[src/design/hsd_pkg.sv]
// Shared types and codes for the Huffman stream decoder.
// No dependencies.
package hsd_pkg;

	// Command codes passed from the header parser to the decoder
	typedef enum logic [1:0] {
		CMD_ENTRY = 2'd0,
		CMD_DATA  = 2'd1,
		CMD_ERR   = 2'd2
	} cmd_op_t;

	// Result kinds
	localparam logic [1:0] KIND_SYM = 2'd0;
	localparam logic [1:0] KIND_END = 2'd1;
	localparam logic [1:0] KIND_ERR = 2'd2;

	typedef struct packed {
		logic [1:0] kind;
		logic [7:0] symbol;
		logic       last;
	} hsd_res_t;

	localparam int RES_W = $bits(hsd_res_t);

endpackage

[src/design/hsd_front.sv]
// Header parser: takes file bytes, assembles table entries, forwards payload bytes.
// Depends on hsd_pkg.
module hsd_front #(
	parameter int TABLE_ENTRIES = 512,
	parameter int MAX_CODE_BITS = 32,
	parameter int CMD_W = 2 + 1 + 8 + $clog2(MAX_CODE_BITS + 1) + MAX_CODE_BITS
) (
	input  logic             clk,
	input  logic             arst_n,
	input  logic             in_valid,
	input  logic [7:0]       in_byte,
	input  logic             cmd_full,
	output logic             cmd_push,
	output logic [CMD_W-1:0] cmd_din
);
	import hsd_pkg::*;

	localparam int LW = $clog2(MAX_CODE_BITS + 1);
	localparam int CW = MAX_CODE_BITS;

	typedef enum logic [3:0] {
		PH_CNT_LO, PH_CNT_HI, PH_MARK0, PH_MARK1, PH_SYM,
		PH_LEN_LO, PH_LEN_HI, PH_CODE, PH_DATA, PH_HALT
	} phase_t;

	phase_t        phase_q;
	logic [15:0]   left_q;
	logic [7:0]    len_lo_q;
	logic [15:0]   flen_q;
	logic [15:0]   loaded_q;
	logic [7:0]    sym_q;
	logic [CW-1:0] code_q;
	logic          is_end_q;

	logic          take;
	logic [15:0]   flen_new;
	logic [CW-1:0] code_new;
	logic [16:0]   loaded_nxt;
	logic          code_done;
	cmd_op_t       op;
	logic          emit;
	logic [CW-1:0] emit_code;

	assign take       = in_valid && !cmd_full;
	assign flen_new   = {in_byte, len_lo_q};
	assign loaded_nxt = {1'b0, loaded_q} + 17'd8;
	assign code_done  = loaded_nxt >= {1'b0, flen_q};

	// place the code byte at its position, dropping bits past the length
	always_comb begin
		code_new = code_q;
		for (int i = 0; i < CW; i++) begin
			if ((16'(i) >> 3) == (loaded_q >> 3) && 16'(i) < flen_q)
				code_new[i] = in_byte[i % 8];
		end
	end

	// command decode for the current byte
	always_comb begin
		op        = CMD_DATA;
		emit      = 1'b0;
		emit_code = code_new;
		case (phase_q)
			PH_MARK0: begin
				if (in_byte != 8'd0) begin
					op   = CMD_ERR;
					emit = 1'b1;
				end
			end
			PH_MARK1: begin
				if (in_byte != 8'd1 || left_q == '0 ||
						{1'b0, left_q} > 17'(TABLE_ENTRIES)) begin
					op   = CMD_ERR;
					emit = 1'b1;
				end
			end
			PH_LEN_HI: begin
				if ({1'b0, flen_new} > 17'(MAX_CODE_BITS)) begin
					op   = CMD_ERR;
					emit = 1'b1;
				end else if (flen_new == '0) begin
					op        = CMD_ENTRY;
					emit      = 1'b1;
					emit_code = '0;
				end
			end
			PH_CODE: begin
				if (code_done) begin
					op   = CMD_ENTRY;
					emit = 1'b1;
				end
			end
			PH_DATA: begin
				op   = CMD_DATA;
				emit = 1'b1;
			end
			default: begin
				emit = 1'b0;
			end
		endcase
	end

	assign cmd_push = take && emit;
	assign cmd_din  = {op, is_end_q, (op == CMD_DATA) ? in_byte : (is_end_q ? 8'd0 : sym_q),
		(phase_q == PH_LEN_HI) ? LW'(flen_new) : LW'(flen_q), emit_code};

	// header state
	always_ff @(posedge clk or negedge arst_n) begin
		if (!arst_n) begin
			phase_q  <= PH_CNT_LO;
			left_q   <= '0;
			len_lo_q <= '0;
			flen_q   <= '0;
			loaded_q <= '0;
			sym_q    <= '0;
			code_q   <= '0;
			is_end_q <= 1'b1;
		end else if (take) begin
			case (phase_q)
				PH_CNT_LO: begin
					left_q  <= {8'd0, in_byte};
					phase_q <= PH_CNT_HI;
				end
				PH_CNT_HI: begin
					left_q  <= {in_byte, left_q[7:0]};
					phase_q <= PH_MARK0;
				end
				PH_MARK0: begin
					phase_q <= emit ? PH_HALT : PH_MARK1;
				end
				PH_MARK1: begin
					phase_q <= emit ? PH_HALT : PH_LEN_LO;
				end
				PH_SYM: begin
					sym_q   <= in_byte;
					phase_q <= PH_LEN_LO;
				end
				PH_LEN_LO: begin
					len_lo_q <= in_byte;
					phase_q  <= PH_LEN_HI;
				end
				PH_LEN_HI: begin
					flen_q   <= flen_new;
					code_q   <= '0;
					loaded_q <= '0;
					if (op == CMD_ERR) begin
						phase_q <= PH_HALT;
					end else if (emit) begin
						is_end_q <= 1'b0;
						left_q   <= left_q - 16'd1;
						phase_q  <= (left_q == 16'd1) ? PH_DATA : PH_SYM;
					end else begin
						phase_q <= PH_CODE;
					end
				end
				PH_CODE: begin
					code_q   <= code_new;
					loaded_q <= loaded_nxt[15:0];
					if (code_done) begin
						is_end_q <= 1'b0;
						left_q   <= left_q - 16'd1;
						phase_q  <= (left_q == 16'd1) ? PH_DATA : PH_SYM;
					end
				end
				default: begin
					phase_q <= phase_q;
				end
			endcase
		end
	end
endmodule

[config.mk]
export PLATFORM = sky130hd
export DESIGN_NAME = hsd_front
export DESIGN_NICKNAME = d
export VERILOG_FILES = /design/src/design/hsd_pkg.sv /design/src/design/hsd_front.sv
export SDC_FILE = /design/constraint.sdc
export NUM_CORES = 1
export LEC_CHECK = 0
export BUFFER_PORTS_ARGS = -buffer_cell sky130_fd_sc_hd__clkbuf_2
export CORE_ASPECT_RATIO = 1.75
export CORE_MARGIN = 2
export CORE_UTILIZATION = 26
export DETAILED_ROUTE_END_ITERATION = 8
export PLACE_DENSITY = 0.41
export RECOVER_POWER = 100
export SLEW_MARGIN = 15
export SYNTH_ARGS = -nofsm -noshare
export SYNTH_HDL_FRONTEND = slang
export SYNTH_SLANG_ARGS = --single-unit
[constraint.sdc]
create_clock -name clk -period 3.41 [get_ports clk]
set_input_delay 0.1705 -clock clk [delete_from_list [all_inputs] [get_ports clk]]
set_output_delay 0.1705 -clock clk [all_outputs]
set_load 0.05 [all_outputs]
### Word level (Yosys, flattened, before mapping)

Cells that the tools add are included.

| word-level totals | value |
|---|---|
| flip-flop bits (word level) | 101 |

| cells by class | value |
|---|---|
| add/sub/neg operators | 2 |
| order comparisons | 35 |
| eq/ne operators | 18 |
| multiplexer cells | 67 |
| bitwise logic cells | 1 |
| reductions and logical operators | 54 |

Operators with widths:

| kind | count |
|---|---|
| $lt A5 B16 Y1 const A | 16 |
| $lt A4 B16 Y1 const A | 8 |
| $mux W32 | 3 |
| $lt A3 B16 Y1 const A | 4 |
| $pmux W16 S4 | 1 |
| $pmux W32 S2 | 1 |
| $logic_not A16 Y1 | 3 |
| $mux W16 | 3 |
| $mux W1 | 42 |
| $logic_and A1 B1 Y1 | 34 |
| $lt A1 B16 Y1 const A | 2 |
| $lt A2 B16 Y1 const A | 2 |
| $pmux W16 S2 | 1 |
| $pmux W4 S8 | 1 |
| $eq A2 B13 Y1 const A | 2 |
| $mux W4 | 6 |
| $add A16 B4 Y17 const B | 1 |
| $ge A17 B16 Y1 | 1 |
| $eq A16 B1 Y1 const B | 1 |
| $eq A4 B3 Y1 const B | 4 |
| $gt A16 B10 Y1 const B | 1 |
| $gt A16 B6 Y1 const B | 1 |
| $mux W8 | 2 |
| $reduce_bool A8 Y1 | 2 |
| other kinds (25) | 35 |

### Logic depth before layout (Yosys ltp)

| depth | value |
|---|---|
| depth after elaboration | 8 |
| depth in mapped cells | 14 |

### Worst setup path before layout

Ideal clock, no wire load.

| path | value |
|---|---|
| path kind | flip-flop to output port |
| start | reg loaded_q[3] |
| end | out cmd_push |
| arrival | 3.343 ns |
| slack | -0.104 ns |
| stages on the path, launching flop included | 13 |
| path buffers | 1 |
| cells stage by stage | dfrtp_1 -> ha_1 -> clkbuf_1 -> nand3_1 -> nor2_1 -> nand3_1 -> xnor2_1 -> ha_1 -> nand3_1 -> a2111o_1 -> a21oi_1 -> o21bai_1 -> a31oi_1 |

| between the ends | value |
|---|---|
| cells in the longest elaborated chain, start to end | 5 |

Ends and longest elaborated chain:

| item | line | source |
|---|---|---|
| start: declaration | hsd_front.sv:30 | `logic [15:0] loaded_q;` |
| start signal: assignment | hsd_front.sv:158 | `loaded_q <= loaded_nxt[15:0];` |
| $add A16 B4 Y17 | hsd_front.sv:46 | `assign loaded_nxt = {1'b0, loaded_q} + 17'd8;` |
| $ge A17 B16 Y1 | hsd_front.sv:47 | `assign code_done = loaded_nxt >= {1'b0, flen_q};` |
| $mux W1 | hsd_front.sv:88 | `if (code_done) begin` |
| $pmux W1 S5 | hsd_front.sv:63 | `case (phase_q)` |
| $logic_and A1 B1 Y1 | hsd_front.sv:103 | `assign cmd_push = take && emit;` |
| end: declaration | hsd_front.sv:13 | `output logic cmd_push,` |

Every way passes these cells.

### Worst setup path in the final report

| path | value |
|---|---|
| start | reg loaded_q[5] |
| end | out cmd_din[44] |

| between the ends | value |
|---|---|
| cells in the longest elaborated chain, start to end | 6 |

Ends and longest elaborated chain:

| item | line | source |
|---|---|---|
| $add A16 B4 Y17 | hsd_front.sv:46 |  |
| $ge A17 B16 Y1 | hsd_front.sv:47 |  |
| $mux W1 | hsd_front.sv:88 |  |
| $pmux W2 S4 | hsd_front.sv:63 |  |
| $eq A2 B1 Y1 | hsd_front.sv:104 | `assign cmd_din = {op, is_end_q, (op == CMD_DATA) ? in_byte : (is_end_q ? 8'd0 : sym_q),` |
| $mux W8 | hsd_front.sv:104 |  |
| end: declaration | hsd_front.sv:14 | `output logic [CMD_W-1:0] cmd_din` |

Every way passes these cells.

==> tab_implementation.tex <==
\begin{tabular}{lr}
\hline
Metric & Value \\
\hline
\multicolumn{2}{l}{\textbf{Timing}} \\
\quad Period utilization & 109\% \\
\quad Smallest setup slack after layout & -0.298 ns \\
\quad Headroom to the max-slew limit & 0.169\% \\
\quad Setup repair after global routing missed its margin & true \\
\quad Slew at the pin closest to its max-slew limit & 1.50 ns \\
\quad Final Max Tran Viols & 0 \\
\quad Highest clock rate & 0.270 GHz \\
\quad Min cycle time layout & 3.71 ns \\
\quad Final number of setup-violating endpoints & 9 \\
\quad Worst-case clock skew & 0.00967 ns \\
\quad Final Hold Violating Endpoints & 0 \\
\quad TNS Setup & -2.36 ns \\
\quad Post-route worst hold slack & 0.172 ns \\
\multicolumn{2}{l}{\textbf{Die}} \\
\quad Area of the die & 26,700 um2 \\
\quad Die boundary height & 215 um \\
\quad Initial Util & 26.3\% \\
\quad Die X-Extent & 124 um \\
\quad Cell Rows & 77 \\
\quad Count of pins on the block boundary & 62 \\
\quad Placeable core region & 25,000 um2 \\
\multicolumn{2}{l}{\textbf{Layout}} \\
\quad Growth of design area from synthesis to finish & 21.6\% \\
\quad Share of final-layout standard cells stronger than drive strength 1 & 25.8\% \\
\quad Most used cells in the layout excluding fill and tap cells & 97 x sky130\_fd\_sc\_hd\_\_dfrtp\_1, 66 x sky130\_fd\_sc\_hd\_\_nor2\_1, 58 x sky130\_fd\_sc\_hd\_\_nand2\_1, 57 x sky130\_fd\_sc\_hd\_\_buf\_4, 53 x sky130\_fd\_sc\_hd\_\_clkbuf\_2 \\
\quad Most common library cell in the layout ignoring fill and taps & sky130\_fd\_sc\_hd\_\_dfrtp\_1 \\
\quad Layout Nets & 854 \\
\quad Design Area, Final & 8010 um2 \\
\quad Number of diodes added for antenna fixing & 0 \\
\multicolumn{2}{l}{\textbf{Critical path}} \\
\quad Max stage delay cell, worst path & sky130\_fd\_sc\_hd\_\_a2111o\_1 \\
\quad Type of the worst setup path & register to primary output \\
\quad Number of buffer and inverter stages on the critical path & 2 \\
\quad Flop2flop setup slack & 0.15 ns \\
\quad Startpoint of the most critical register-to-register path & phase\_q[1] \\
\quad Worst r2r path cells & 7 \\
\quad Startpoint type of the worst setup path & register \\
\quad Kind of cell adding the most delay to the critical path & compound AO/OA/AOI/OAI gates \\
\quad Critical path endpoint category & primary output \\
\quad Worst setup path start & loaded\_q[5] \\
\quad Critical Path, Cell by Cell & and2\_4, nand4\_1, nor2\_1, xor2\_1, ha\_1, a21oi\_1, o21ai\_0, a2111o\_1, or3\_4, o2111a\_2, buf\_12, mux2\_4, buf\_8 \\
\quad Reg-to-reg endpoint & loaded\_q[3] \\
\quad Maximum fanout count along the critical path & 9 \\
\quad WP data arrival & 3.54 ns \\
\quad Critical Path RT & 3.24 ns \\
\quad Stage delay of the slowest cell on the critical path & 0.45 ns \\
\multicolumn{2}{l}{\textbf{Power and ir drop}} \\
\quad Power density over cell area & 312 nW/um2 \\
\quad Proportion of power drawn by flip-flops and latches & 47.2\% \\
\quad Switching component of the power & 0.689 mW \\
\quad Leakage power & 3.71 nW \\
\quad Relative contribution of combinational cells to total power & 9.9\% \\
\quad Sum of internal, switching and leakage power & 2.50 mW \\
\quad Internal power summed over all cells & 1.81 mW \\
\quad VDD IR-drop max & 0.000252 V \\
\quad Net switching fraction of the power & 27.5\% \\
\quad Power share of the clock group & 42.9\% \\
\multicolumn{2}{l}{\textbf{Global route}} \\
\quad Total overflow reported by the global router & 0 \\
\quad Number of antenna violations at the first check in global routing & 0 \\
\quad Global-route wire length before repair & 36,500 um \\
\quad Pin count of the biggest net entering global routing & 57 \\
\quad Vias in the first global route & 6,252 \\
\quad Total Routing Usage GR & 17.6\% \\
\multicolumn{2}{l}{\textbf{Clock tree}} \\
\quad Maximum level of the CTS H-tree & 3 \\
\quad Number of buffers inserted during clock tree synthesis & 9 \\
\quad Skew-Pair Late Insertion Delay & 0.37 ns \\
\quad Register clock-pin slew on the reported worst setup and hold paths & 0.07 ns \\
\quad TritonCTS clock tree & yes \\
\quad CTS Root Buffer Type & sky130\_fd\_sc\_hd\_\_clkbuf\_16 \\
\quad Maximum clock path buffer count & 2 \\
\quad Clock sink total & 98 \\
\multicolumn{2}{l}{\textbf{Detailed routing}} \\
\quad Routed met2 length & 12,600 um \\
\quad Vias after detailed routing & 5,972 \\
\quad \# DRC & 0 \\
\quad Number of DRC markers after the initial detailed-route iteration & 257 \\
\quad First-pass detailed-route iteration total & 4 \\
\quad Final antenna-violating net count & 0 \\
\quad Topmost layer with routed signal wires & met4 \\
\quad Average vias per placed instance & 5.22 \\
\quad Sum of met3 wire segment lengths after detailed routing & 666 um \\
\quad DRT Wirelength & 23,000 um \\
\quad Sum of routed wire segments on met1 & 8960 um \\
\quad DR WL/cell & 20.1 um \\
\multicolumn{2}{l}{\textbf{Outcome}} \\
\quad Status & finished with violations \\
\quad Violated checks & max-capacitance violations, negative setup slack \\
\multicolumn{2}{l}{\textbf{Synth}} \\
\quad Post-synth ARST share & 100\% \\
\quad Post-synthesis instance total & 734 \\
\quad Total of flip-flops plus latches after synthesis & 98 \\
\quad Sequential element share of the synthesized area & 37.3\% \\
\quad Unique cell type count in the Yosys netlist & 68 \\
\quad Mapped Nets & 765 \\
\quad Number of synthesized flops with an enable pin & 0 \\
\quad Mean instance size in the synthesized netlist & 8.97 um2 \\
\quad Most used flip-flop cell after synthesis & sky130\_fd\_sc\_hd\_\_dfrtp\_1 \\
\quad Count of yosys warnings during synthesis & 0 \\
\quad Post-synthesis instance area & 6590 um2 \\
\multicolumn{2}{l}{\textbf{Min path}} \\
\quad Hold-critical path endpoint & len\_lo\_q[7] \\
\quad Classification of the worst-slack hold path & input port to register \\
\quad Hold path startpoint & in\_byte[7] \\
\quad Min-Delay Path Depth & 2 \\
\multicolumn{2}{l}{\textbf{Place}} \\
\quad Count of port buffers added during placement & 61 \\
\quad Placed standard-cell area & 7580 um2 \\
\quad GPL Wtd Cong & 0.807 \\
\quad HPWL Detailed & 16,900 um \\
\multicolumn{2}{l}{\textbf{Flow run}} \\
\quad Max Cap Violations & 1 \\
\hline
\end{tabular}
[kinds of logic after synthesis]
| logic type | Yosys count | synth area share [%] |
|---|---|---|
| and+or+nand+nor | 249 | 19.3 |
| AOI/OAI and AO/OA | 203 | 21.0 |
| DFF | 98 | 37.3 |
| buffers and inverters | 82 | 5.11 |
| muxes | 71 | 12.1 |
| adders and majority gates | 19 | 3.61 |
| xor gates and xnor gates | 12 | 1.60 |
[worst max-delay path by stage]
stage | endpoint | slack (ns) | depth (start not counted)
final | cmd_din[44] | -0.30 | 13
after global routing | cmd_din[44] | -0.49 | 13
after CTS | cmd_din[44] | -0.38 | 13
after detailed placement | cmd_din[44] | -0.1 | 14
after global placement | cmd_din[44] | -0.09 | 13
after floorplan | cmd_din[38] | 0.06 | 14
[routing by layer]
metal | vias up | track usage (%)
met2 | 117 | 33.3
met1 | 2954 | 19.4
li1 | 2870 | -
met5 | - | 0
met3 | 31 | 2.89
met4 | 0 | 6.55
[state kept, by name, indices dropped and copies added, names as in the netlist]
| signal | count |
|---|---|
| sym_q | 8 |
| left_q | 16 |
| code_q | 32 |
| phase_q | 4 |
| len_lo_q | 8 |
| is_end_q | 1 |
| flen_q | 16 |
| loaded_q | 13 |
[power groups by stage]
stage / clock [mW] / combinational [mW] / sequential [mW]
2_1_floorplan: 0 / 0.137 / 1.20
3_3_place_gp: 0 / 0.242 / 1.21
3_5_place_dp: 0 / 0.243 / 1.21
4_1_cts: 1.12 / 0.253 / 1.18
5_1_grt: 1.17 / 0.270 / 1.18
6_report: 1.07 / 0.248 / 1.18
[cells in the mapped netlist, types with 4 or more instances]
cell type,count,area share [%]
sky130_fd_sc_hd__dfrtp_1,97,37
sky130_fd_sc_hd__nor4_1,8,0.76
sky130_fd_sc_hd__or3_1,6,0.57
sky130_fd_sc_hd__xor2_1,5,0.66
sky130_fd_sc_hd__a22o_1,29,3.9
sky130_fd_sc_hd__a41o_1,4,0.61
sky130_fd_sc_hd__o211ai_1,5,0.57
sky130_fd_sc_hd__nand3_1,22,1.7
sky130_fd_sc_hd__mux2_2,38,6.5
sky130_fd_sc_hd__nor3_1,19,1.4
sky130_fd_sc_hd__a32oi_1,4,0.53
sky130_fd_sc_hd__nor4_2,5,0.95
sky130_fd_sc_hd__and3_1,6,0.57
sky130_fd_sc_hd__xnor2_1,7,0.93
sky130_fd_sc_hd__nand2_1,58,3.3
sky130_fd_sc_hd__o31ai_1,18,2.1
sky130_fd_sc_hd__o21ai_0,55,4.2
sky130_fd_sc_hd__inv_1,27,1.5
sky130_fd_sc_hd__nor2_1,66,3.8
sky130_fd_sc_hd__buf_2,8,0.61
sky130_fd_sc_hd__and2_1,9,0.85
sky130_fd_sc_hd__a22oi_1,4,0.46
sky130_fd_sc_hd__a21boi_0,5,0.57
sky130_fd_sc_hd__clkbuf_1,42,2.4
sky130_fd_sc_hd__a31oi_1,9,0.85
sky130_fd_sc_hd__a21oi_1,34,2.6
sky130_fd_sc_hd__mux2_4,8,1.8
sky130_fd_sc_hd__mux2i_1,25,3.8
sky130_fd_sc_hd__o21ai_1,5,0.38
sky130_fd_sc_hd__ha_1,19,3.6
sky130_fd_sc_hd__nor2b_1,13,1.2
sky130_fd_sc_hd__nand4_1,14,1.3
[repair_timing]
item | in CTS | in global routing
hold buffers | 1 | 0
setup endpoints to repair | 10 | 16
cloned | 0 | 0
resized for setup | 27 | 17
setup buffers | 6 | 2
pin swaps | 7 | 8
hold endpoints to repair | 54 | 0
[through the flow]
stage               util, %  std cells  setup slack (ns)
detailed placement     30.2       1119           -0.0981
finish                 32.0       1144            -0.298
global route           32.0       1144            -0.494
floorplan                 -        734            0.0584
global placement       30.2       1119           -0.0911
CTS                    32.1       1142            -0.375
[area by class of cell]
type | count | area [um2]
clock inverters | 6 | 66.3
clock buffers | 10 | 229
well taps | 316 | 395
fillers | 2681 | 17000
inverters | 27 | 101
repair buffers | 133 | 923
multi-input cells | 554 | 3840
flip-flops and latches | 98 | 2450
No activity file was read; power rests on OpenSTA's default activity.
