$ cat config.mk
export PLATFORM = sky130hd
export DESIGN_NAME = hsd_queue
export DESIGN_NICKNAME = d
export VERILOG_FILES = /design/src/design/hsd_queue.sv
export SDC_FILE = /design/constraint.sdc
export NUM_CORES = 1
export LEC_CHECK = 0
export BUFFER_PORTS_ARGS = -buffer_cell sky130_fd_sc_hd__buf_2
export CAP_MARGIN = 0
export CORE_MARGIN = 4
export CORE_UTILIZATION = 48
export DETAILED_ROUTE_END_ITERATION = 6
export PLACE_DENSITY = 0.73
export SLEW_MARGIN = 20
export SYNTH_ARGS = -nofsm -noshare
export SYNTH_HDL_FRONTEND = slang
export SYNTH_SLANG_ARGS = --single-unit
$ cat constraint.sdc
create_clock -name clk -period 1.99 [get_ports clk]
set_input_delay 0.2985 -clock clk [delete_from_list [all_inputs] [get_ports clk]]
set_output_delay 0.2985 -clock clk [all_outputs]
set_load 0.05 [all_outputs]
$ cat src/design/hsd_queue.sv
// Small first-in first-out queue of generic width.
// No dependencies.
module hsd_queue #(
	parameter int WIDTH = 8,
	parameter int DEPTH = 2
) (
	input  logic             clk,
	input  logic             arst_n,
	input  logic             push,
	input  logic [WIDTH-1:0] din,
	output logic             full,
	input  logic             pop,
	output logic [WIDTH-1:0] dout,
	output logic             empty
);
	localparam int PW = (DEPTH > 1) ? $clog2(DEPTH) : 1;
	localparam int CNTW = $clog2(DEPTH + 1);

	logic [WIDTH-1:0] slot_q [DEPTH];
	logic [PW-1:0]    wr_q;
	logic [PW-1:0]    rd_q;
	logic [CNTW-1:0]  cnt_q;
	logic             do_push;
	logic             do_pop;

	assign full    = (cnt_q == CNTW'(DEPTH));
	assign empty   = (cnt_q == '0);
	assign do_push = push && !full;
	assign do_pop  = pop && !empty;
	assign dout    = slot_q[rd_q];

	// storage
	always_ff @(posedge clk) begin
		if (do_push) slot_q[wr_q] <= din;
	end

	// pointers and count
	always_ff @(posedge clk or negedge arst_n) begin
		if (!arst_n) begin
			wr_q  <= '0;
			rd_q  <= '0;
			cnt_q <= '0;
		end else begin
			if (do_push) wr_q <= (wr_q == PW'(DEPTH - 1)) ? '0 : wr_q + 1'b1;
			if (do_pop) rd_q <= (rd_q == PW'(DEPTH - 1)) ? '0 : rd_q + 1'b1;
			if (do_push && !do_pop) cnt_q <= cnt_q + 1'b1;
			else if (do_pop && !do_push) cnt_q <= cnt_q - 1'b1;
		end
	end
endmodule

; Yosys cells after proc, flatten, opt, wreduce, memory -nomap -nowiden
; Memory sizes are Yosys's and may differ from the RTL's.
; Cells that the tools add are included.
[totals]
wordCells = 25
mem_count = 1
in_bits = 12
ram_bits = 16
register_bits = 4
output_inout_bits = 10
[op_classes]
n_eq_ne = 1
muxes = 6
n_addsub = 4
reduce_logical = 10
[mem_list]
columns = name, depth, width, read_ports, rd_ports_with_merged_regs, write_ports, line
row1 = slot_q, 2, 8, 1, 0, 1, 19  ; logic [WIDTH-1:0] slot_q [DEPTH];
[ops]
columns = op, n
row1 = 1-bit logical AND, 4
row2 = 1-bit logical NOT, 4
row3 = 1-bit 2-to-1 mux, 4
row4 = 2-bit 2-to-1 mux, 2
row5 = 1-bit adder (second input constant), 2
row6 = 2-bit by 1-bit adder with 2-bit output (second input constant), 1
row7 = 2-bit equality test (second input constant), 1
row8 = 2-bit logical NOT, 1
row9 = 2-bit nonzero test, 1
row10 = 2-bit by 1-bit subtractor with 2-bit output (second input constant), 1

; Depth between registers and ports, before layout
; Gate-level depths: netlist of the first run.
[depth]
ltp_word = 7
depth_mapped = 7
ltp_nobuf = 7

; Worst setup path after synthesis of the first run
; No wires, ideal clock.
[synth_timing]
path_kind = register to register
from = reg cnt_q[0]
to = mem slot_q[0][0], enable pin
path_buffers = 0
arrival_ns = 1.022
path_stages_with_launch = 4
setup_ns = 0.370
synth_period_minus_slack_ns = 1.392
required_time_ns = 1.620
path_slack_ns = 0.598
path_cell_list = dfrtp_1 -> nand2b_1 -> nand2_2 -> nor2_1
[synth_via]
elab_chain_len = 5
[synth_lines]
columns = element, line
row1 = "start, declared", 22  ; logic [CNTW-1:0] cnt_q;
row2 = "start signal, assigned", 46  ; if (do_push && !do_pop) cnt_q <= cnt_q + 1'b1;
row3 = "start signal, assigned", 47  ; else if (do_pop && !do_push) cnt_q <= cnt_q - 1'b1;
row4 = 2-bit equality test, 26  ; assign full = (cnt_q == CNTW'(DEPTH));
row5 = 1-bit logical NOT, 28  ; assign do_push = push && !full;
row6 = 1-bit logical AND, 28
row7 = 1-bit 2-to-1 mux, 34  ; if (do_push) slot_q[wr_q] <= din;
row8 = 1-bit 2-to-1 mux (implied by the code), 34
row9 = "end, declared", 19
; Every way passes these cells.

; Worst setup path after layout of the first run
[layout_timing]
from = reg rd_q
to = out dout[2]
[layout_via]
elab_chain_len = 1
[layout_lines]
columns = element, line
row1 = "start, declared", 21  ; logic [PW-1:0] rd_q;
row2 = "start signal, assigned", 45  ; if (do_pop) rd_q <= (rd_q == PW'(DEPTH - 1)) ? '0 : rd_q + 1'b1;
row3 = memory read 2 x 8 bit, n/a
row4 = "end, declared", 13  ; output logic [WIDTH-1:0] dout,
; Every way passes these cells.

==> impl_metrics.toml, run 1 <==
[worst_setup_path]
worstPathArrival_ns = 1.48
crit_path_max_fanout = 9
crit_path_start_kind = "flop"
reg2reg_to = "cnt_q[1]$_DFFE_PN0P_"
path_cells = "mux2_2 > buf_2"
endpoint_kind = "output port"
reg2reg_setup_slack_ns = 0.50
critPathMaxStageDelay_ns = 0.60
reg2reg_depth = 7
r2r_start = "cnt_q[0]$_DFFE_PN0P_"
critPathRequiredTime_ns = 1.69
cp_num_buf_inv = 1
crit_family = "flip-flops"
crit_type = "flop to output port"
crit_path_top_delay_cell = "dfrtp_1"

[sta]
setup_violations = 0
max_freq_ghz = 0.562
slew_headroom_pct = 73.4
tightest_slew_ns = 0.399
fin_tns_setup_ns = 0
timing.final.hold_violations = 0
min_period_ns = 1.78
slew_violations = 0
fin_crit_sh_pct = 89.4
whs_ns = 0.184
final.setup_skew_ns = 0.00230
rsz0062_at_grt = "no"

[floorplanning]
die_h_um = 48.4
coreArea_um2 = 1520
initial_core_util_pct = 51.3
die-area_um2 = 2340
num_rows = 14
die_x_um = 48.4
io_pins = 22

[routing]
drtIter0Drc = 3
drc = 0
wl_mm = 1.17
wire_per_inst_um = 13.5
drt-vias-per-instance = 5.03
vias = 438
ant_nets = 0
drtPass1Iterations = 2

[placed_design]
place.detailed.hpwl_um = 882
place_area_um2 = 917
io_buffers = 21
gp_congestion = 0.630

[logic_synthesis]
yosys.area.top_type = "edfxtp_1"
synth_top_cell_area_share_pct = 61.4
syn-num-nets = 57
avgSynthCellArea_um2 = 17.8
ys_types = 15
synth-seq-cells = 20
postSynthCellCount = 44
ys_seq_area_share_pct = 74.2
yosysWarnings = 0
ys_top_cells_by_area = "edfxtp_1, dfrtp_1, mux2_1"
syn_area_um2 = 782

[layout]
syn_to_final_growth_pct = 25.3
layout_common_cells = "buf_2, edfxtp_1, mux2_1, dfrtp_1"
layout.cells.most_common = "buf_2"
regArea_um2 = 581
finish.instance_area_um2 = 980
antenna_cells = 0
multi_input_area_um2 = 189
layout.nets = 85
n_fill_cell = 118
drive_above_1_share_pct = 43.7

[global_route]
grt_usage_pct = 11.2
grt_pass1_vias = 462
grt_pass1_wl_mm = 2.00
grt_max_degree = 13
overflow = 0
antenna_found_initial = 0

[hold_path]
whs_endpoint = "slot_q[0][7]$_DFFE_PP_"
min_path_type = "input port to flop"
hp-start = "din[7]"
holdPathStages = 1

[clock_network]
root_buffer = "clkbuf_4"
cts_max_level = 1
clk_path_buf_depth = 2
numCtsBuffers = 3
clk_latency_ns = 0.29
clkSinkCount = 20
clk_pin_slew_worst_paths_ns = 0.11
cts_tree = "yes"

[power]
p_per_area_nw_per_um2 = 1770
ir_worst_vdd_mv = 1.32
power_leakage_nw = 0.417

[run]
drv_cap = 0

[status]
status = "complete, no violations"
## metal layers
layer	vias up	part of all wire (%)	wire length (µm)	global-route usage, %
li1	212	-	-	-
met4	0	2.9	34	6.91
met1	211	39	454	11.4
met3	4	5.6	66	3.37
met2	11	53	617	19.6
met5	-	0	0	0
## per-stage QoR
stage / util, % / power, mW / instances / setup WS (ns)
2_1_floorplan: - / 1.26 / 44 / 0.598
3_3_place_gp: 60.2 / 1.41 / 82 / 0.548
3_5_place_dp: 60.2 / 1.43 / 82 / 0.516
4_1_cts: 64.3 / 1.75 / 87 / 0.201
5_1_grt: 64.3 / 1.82 / 87 / 0.126
6_report: 64.3 / 1.73 / 87 / 0.212
## repair_timing
action                    CTS  global route
resized for setup           0             0
hold endpoints to repair    4             0
hold buffers                1             0
buffers inserted            0             0
## where the power goes
group / total [mW] / internal, mW / switching [mW] / leakage, nW
clock: 0.321 / 0.203 / 0.118 / 0.0279
combinational: 0.732 / 0.233 / 0.499 / 0.194
sequential: 0.676 / 0.584 / 0.0915 / 0.195
total: 1.73 / 1.02 / 0.708 / 0.417
## cell usage after synthesis (all sizes together)
cell,number
nand2,1
inv,2
and3,1
nor2,3
dfrtp,4
buf,1
xnor2,3
nand2b,1
edfxtp,16
xor2,2
o21ai,1
ha,1
mux2,8
## cell families (layout without fill, tap and decap cells)
group	after synthesis	in the layout	share of synthesized area, %
xor gates and xnor gates	5	5	6.56
AOI/OAI and AO/OA	1	1	0.639
adders and majority gates	1	1	1.60
muxes	8	8	11.5
buffers and inverters	3	30	1.60
and+or+nand+nor	6	6	3.84
DFF	20	20	74.2
## registers in the layout, summed over array words and instances, names as in the netlist
name	flops
slot_q	16
cnt_q	2
rd_q	1
wr_q	1
## area by class of cell
cell class	instances	area share (%)
multi-input combinational	21	19.3
tap	16	2.04
timing repair buffer	24	13.3
sequential	20	59.3
clock inverter	1	3.07
clock buffer	3	2.30
inverter	2	0.766
## how the worst max path moves through the flow
stage | from | to | slack, ns | cells past startpoint
final | rd_q$_DFFE_PN0P_ | dout[2] | 0.21 | 2
after global routing | rd_q$_DFFE_PN0P_ | dout[7] | 0.13 | 2
after CTS | rd_q$_DFFE_PN0P_ | dout[7] | 0.20 | 2
after detailed placement | cnt_q[0]$_DFFE_PN0P_ | cnt_q[1]$_DFFE_PN0P_ | 0.52 | 7
after global placement | cnt_q[0]$_DFFE_PN0P_ | cnt_q[1]$_DFFE_PN0P_ | 0.55 | 7
after floorplan | cnt_q[0]$_DFFE_PN0P_ | slot_q[0][0]$_DFFE_PP_ | 0.60 | 3
(Power assumes the default switching activity.)
==> inputs of run 2 (changes only) <==
--- a/config.mk
+++ b/config.mk
@@ -10,5 +10,5 @@
 export CORE_MARGIN = 4
-export CORE_UTILIZATION = 48
+export CORE_UTILIZATION = 25
 export DETAILED_ROUTE_END_ITERATION = 6
-export PLACE_DENSITY = 0.73
+export PLACE_DENSITY = 0.43
 export SLEW_MARGIN = 20
--- a/constraint.sdc
+++ b/constraint.sdc
@@ -3,2 +3,2 @@
 set_output_delay 0.2985 -clock clk [all_outputs]
-set_load 0.05 [all_outputs]
+set_load 0.01 [all_outputs]
==> run 2 against run 1 <==
  * Final area is 2.8% higher
  * Fmax is 2.6% higher
  * Non-clock buffer count is 1 lower
  * Wire length is 8.0% higher
  * Count of clock-buffer cells in the layout stayed put
  * Sequential power hardly changed
==> impl_metrics.toml, run 2 (synthesized netlist as in run 1, its figures left out) <==
[global_route]
antenna_found_initial = 0
grt_max_degree = 13
grt_usage_pct = 6.98
grt_pass1_wl_mm = 2.14
overflow = 0
grt_pass1_vias = 491

[layout]
regArea_um2 = 581
reg_top3 = "slot_q: 16 flops, cnt_q: 2 flops"
antenna_cells = 0
syn_to_final_growth_pct = 28.8
multi_input_area_um2 = 189
largest_reg_flops = 16
utilization_pct = 33.3
layout.nets = 84
regMostFlops = "slot_q"
finish.instance_area_um2 = 1010
layout_common_cells = "buf_2, edfxtp_1, mux2_1, dfrtp_1"
n_fill_cell = 296
layout.cells.most_common = "buf_2"
drive_above_1_share_pct = 42.9

[worst_setup_path]
crit_path_top_delay_cell = "dfrtp_1"
worstPathArrival_ns = 1.44
endpoint = "dout[7]"
critPathRequiredTime_ns = 1.69
crit_type = "flop to output port"
startpoint = "rd_q$_DFFE_PN0P_"
crit_path_max_fanout = 9
reg2reg_depth = 6
r2r_start = "cnt_q[0]$_DFFE_PN0P_"
critPathMaxStageDelay_ns = 0.62
crit_path_start_kind = "flop"
reg2reg_to = "cnt_q[1]$_DFFE_PN0P_"
reg2reg_setup_slack_ns = 0.52
endpoint_kind = "output port"
path_cells = "mux2_2 > buf_2"

[clock_network]
clkSinkCount = 20
cts_max_level = 1
clk_pin_slew_worst_paths_ns = 0.12
root_buffer = "clkbuf_4"
numCtsBuffers = 3
cts_tree = "yes"
clk_latency_ns = 0.30
clk_path_buf_depth = 2

[floorplanning]
coreArea_um2 = 3030
initial_core_util_pct = 25.8
num_rows = 20
io_pins = 22
die-area_um2 = 4090
die_x_um = 63.9
die_h_um = 63.9

[power]
power_leakage_nw = 0.412
p_per_area_nw_per_um2 = 1430
ir_worst_vdd_mv = 0.503

[placed_design]
gp_congestion = 0.664
place.detailed.hpwl_um = 931
io_buffers = 21
place_area_um2 = 945

[routing]
ant_nets = 0
drtIter0Drc = 10
drtPass1Iterations = 2
drt-vias-per-instance = 3.76
vias = 429
wire_per_inst_um = 11.1
wl_mm = 1.27
drc = 0

[sta]
min_period_ns = 1.73
final.setup_skew_ns = 0.00981
max_freq_ghz = 0.577
slew_violations = 0
slew_headroom_pct = 71.7
tightest_slew_ns = 0.424
timing.final.hold_violations = 0
setup_violations = 0
fin_crit_sh_pct = 87.1
fin_tns_setup_ns = 0
rsz0062_at_grt = "no"

[run]
drv_cap = 0

[hold_path]
min_path_type = "input port to flop"

[status]
status = "complete, no violations"
## run 2: area by class of cell
cell class                 count  area share, %
inverter                       2          0.745
multi-input combinational     21           18.8
clock inverter                 1           2.98
clock buffer                   3           2.24
tap                           44           5.47
sequential                    20           57.6
timing repair buffer          23           12.2
## run 2: where the power goes
part           switching (mW)  internal, mW  leakage [nW]
registers              0.0912         0.584         0.195
clock network           0.123         0.203        0.0279
logic                   0.215         0.225         0.188
total                   0.429          1.01         0.412
## run 2: timing repair
action | 4_1_cts | 5_1_grt
hold buffers | 1 | 0
gates resized for setup | 0 | 0
hold endpoints to repair | 4 | 0
buffers inserted | 0 | 0
## run 2: worst max-delay path, delay by kind of cell, from the launching register on
kind,cells,cell delay [ns]
buffers and inverters,1,0.14
DFF,1,0.62
muxes,1,0.38
## run 2: worst min-delay path by stage
stage,endpoint,slack (ns),start,depth (start not counted)
after floorplan,cnt_q[0]$_DFFE_PN0P_,0.003,arst_n,0
after global placement,cnt_q[1]$_DFFE_PN0P_,0.11,arst_n,1
after detailed placement,cnt_q[1]$_DFFE_PN0P_,0.11,arst_n,1
after CTS,slot_q[0][7]$_DFFE_PP_,0.17,din[7],1
after global routing,slot_q[0][6]$_DFFE_PP_,0.16,din[6],1
final,slot_q[0][7]$_DFFE_PP_,0.18,din[7],1
## run 2: through the flow
stage | hold slack, ns | total power, mW | std cells | setup slack (ns)
2_1_floorplan | 0.00291 | 0.968 | 44 | 0.598
3_3_place_gp | 0.113 | 1.13 | 109 | 0.534
3_5_place_dp | 0.111 | 1.14 | 109 | 0.536
4_1_cts | 0.167 | 1.47 | 114 | 0.217
5_1_grt | 0.157 | 1.54 | 114 | 0.150
6_report | 0.182 | 1.44 | 114 | 0.256
## run 2: metal layers
layer / share of wire (%) / track usage [%]
met4: 0.95 / 4.04
met5: 0 / 0
met1: 47 / 7.71
met3: 5.8 / 2.64
met2: 46 / 11.4
==> inputs of run 3 (changes only) <==
- BUFFER_PORTS_ARGS: -buffer_cell sky130_fd_sc_hd__buf_2 -> -buffer_cell sky130_fd_sc_hd__buf_4
- CORE_UTILIZATION: 25 -> 48
- PLACE_DENSITY: 0.43 -> 0.73
==> run 3 against run 2 <==
  * Die area fell by 43%
  * Global-route usage rose by 3.5 points
  * Largest cell class unchanged
  * Critical path type unchanged
  * Highest routed layer unchanged
  * Sequential share of layout area down 1.4 points
  * Critical endpoint is now dout[2]
  * Critical path depth did not move
==> impl_metrics.toml, run 3 (synthesized netlist as in run 1, its figures left out) <==
[status]
status = "complete, no violations"

[floorplanning]
die-area_um2 = 2340
die_x_um = 48.4
die_h_um = 48.4
num_rows = 14
io_pins = 22
coreArea_um2 = 1520
initial_core_util_pct = 51.3

[routing]
drc = 0
drtPass1Iterations = 3
wl_mm = 1.21
wire_per_inst_um = 13.9
drt-vias-per-instance = 5.07
drtIter0Drc = 2
vias = 441
ant_nets = 0

[sta]
setup_violations = 0
fin_crit_sh_pct = 86.7
fin_tns_setup_ns = 0
timing.final.hold_violations = 0
min_period_ns = 1.73
tightest_slew_ns = 0.397
rsz0062_at_grt = "no"
slew_violations = 0
final.setup_skew_ns = 0.00364
slew_headroom_pct = 73.5
max_freq_ghz = 0.579

[layout]
drive_above_1_share_pct = 43.7
layout.nets = 85
layout.cells.most_common = "buf_4"
n_fill_cell = 105
largest_reg_flops = 16
layout_common_cells = "buf_4, edfxtp_1, mux2_1, dfrtp_1"
reg_top3 = "slot_q: 16 flops, cnt_q: 2 flops"
regArea_um2 = 581
multi_input_area_um2 = 189
fin_cells = 87
syn_to_final_growth_pct = 32.0
regMostFlops = "slot_q"
antenna_cells = 0

[global_route]
grt_max_degree = 13
grt_pass1_vias = 411
antenna_found_initial = 0
grt_pass1_wl_mm = 1.86
grt_usage_pct = 10.4
overflow = 0

[run]
drv_cap = 0

[clock_network]
numCtsBuffers = 3
clk_latency_ns = 0.30
cts_tree = "yes"
cts_max_level = 1
clkSinkCount = 20
clk_path_buf_depth = 2
root_buffer = "clkbuf_4"
clk_pin_slew_worst_paths_ns = 0.11
cts_setup_buffers = 0

[worst_setup_path]
critPathMaxStageDelay_ns = 0.60
critPathRequiredTime_ns = 1.69
crit_type = "flop to output port"
worstPathArrival_ns = 1.43
path_cells = "mux2_2 > buf_4"
crit_path_max_fanout = 9
crit_path_top_delay_cell = "dfrtp_1"
crit_path_start_kind = "flop"
endpoint_kind = "output port"

[power]
power_leakage_nw = 0.434
ir_worst_vdd_mv = 0.946
p_per_area_nw_per_um2 = 1460

[placed_design]
place.detailed.hpwl_um = 889
io_buffers = 21
dp.cells = 82
gp_congestion = 0.636

[hold_path]
min_path_type = "input port to flop"
-- run 3: changes by cell type in the layout (fill, tap and decap cells not counted) --
cell / change
buf_4: +22
buf_2: -21
-- run 3: metal layers --
metal / global-route usage, % / part of all wire [%] / vias up
met4: 4.15 / 1.2 / 0
li1: - / - / 212
met5: 0 / 0 / -
met1: 12.1 / 39 / 214
met2: 17.2 / 54 / 12
met3: 3.99 / 5.5 / 3
-- run 3: final cells by class --
cell class | instances | share of cell area, %
well taps | 16 | 1.94
clock inverters | 1 | 2.91
multi-input cells | 21 | 18.3
inverters | 2 | 0.727
clock buffers | 3 | 2.18
repair buffers | 24 | 17.7
flip-flops and latches | 20 | 56.2
-- run 3: worst max-delay path, delay by kind of cell (launching register included) --
family	cells	cell delay, ns
flops	1	0.60
buf+inv	1	0.15
mux	1	0.39
-- run 3: per-stage QoR --
stage / setup WS, ns / utilization, % / cell area [µm²] / power [mW] / hold WS [ns]
floorplan: 0.598 / - / 782 / 0.968 / 0.00291
global placement: 0.537 / 63.6 / 970 / 1.18 / 0.0981
detailed placement: 0.514 / 63.6 / 970 / 1.20 / 0.0989
CTS: 0.251 / 67.7 / 1030 / 1.53 / 0.168
global route: 0.204 / 67.7 / 1030 / 1.60 / 0.145
finish: 0.264 / 67.7 / 1030 / 1.51 / 0.173
-- run 3: report_power, final --
group | switching [mW] | internal, mW
Combinational | 0.220 | 0.287
Clock | 0.123 | 0.204
Sequential | 0.0909 | 0.584
-- run 3: worst paths after layout --
path                                       from                     end  slack, ns  cells after the start
setup / recovery               rd_q$_DFFE_PN0P_                 dout[2]       0.26                      2
hold / removal                           din[7]  slot_q[0][7]$_DFFE_PP_       0.17                      1
setup reg to reg           cnt_q[0]$_DFFE_PN0P_    cnt_q[1]$_DFFE_PN0P_       0.50                      7
hold reg to reg                wr_q$_DFFE_PN0N_        wr_q$_DFFE_PN0N_       0.53                      1
max in group asynchronous                arst_n    cnt_q[0]$_DFFE_PN0P_       1.57                      2
min in group asynchronous                arst_n        wr_q$_DFFE_PN0N_       0.32                      2
-- run 3: timing repair --
item / CTS / global route
hold buffers: 1 / 0
hold endpoints to repair: 4 / 0
gates resized for setup: 0 / 0
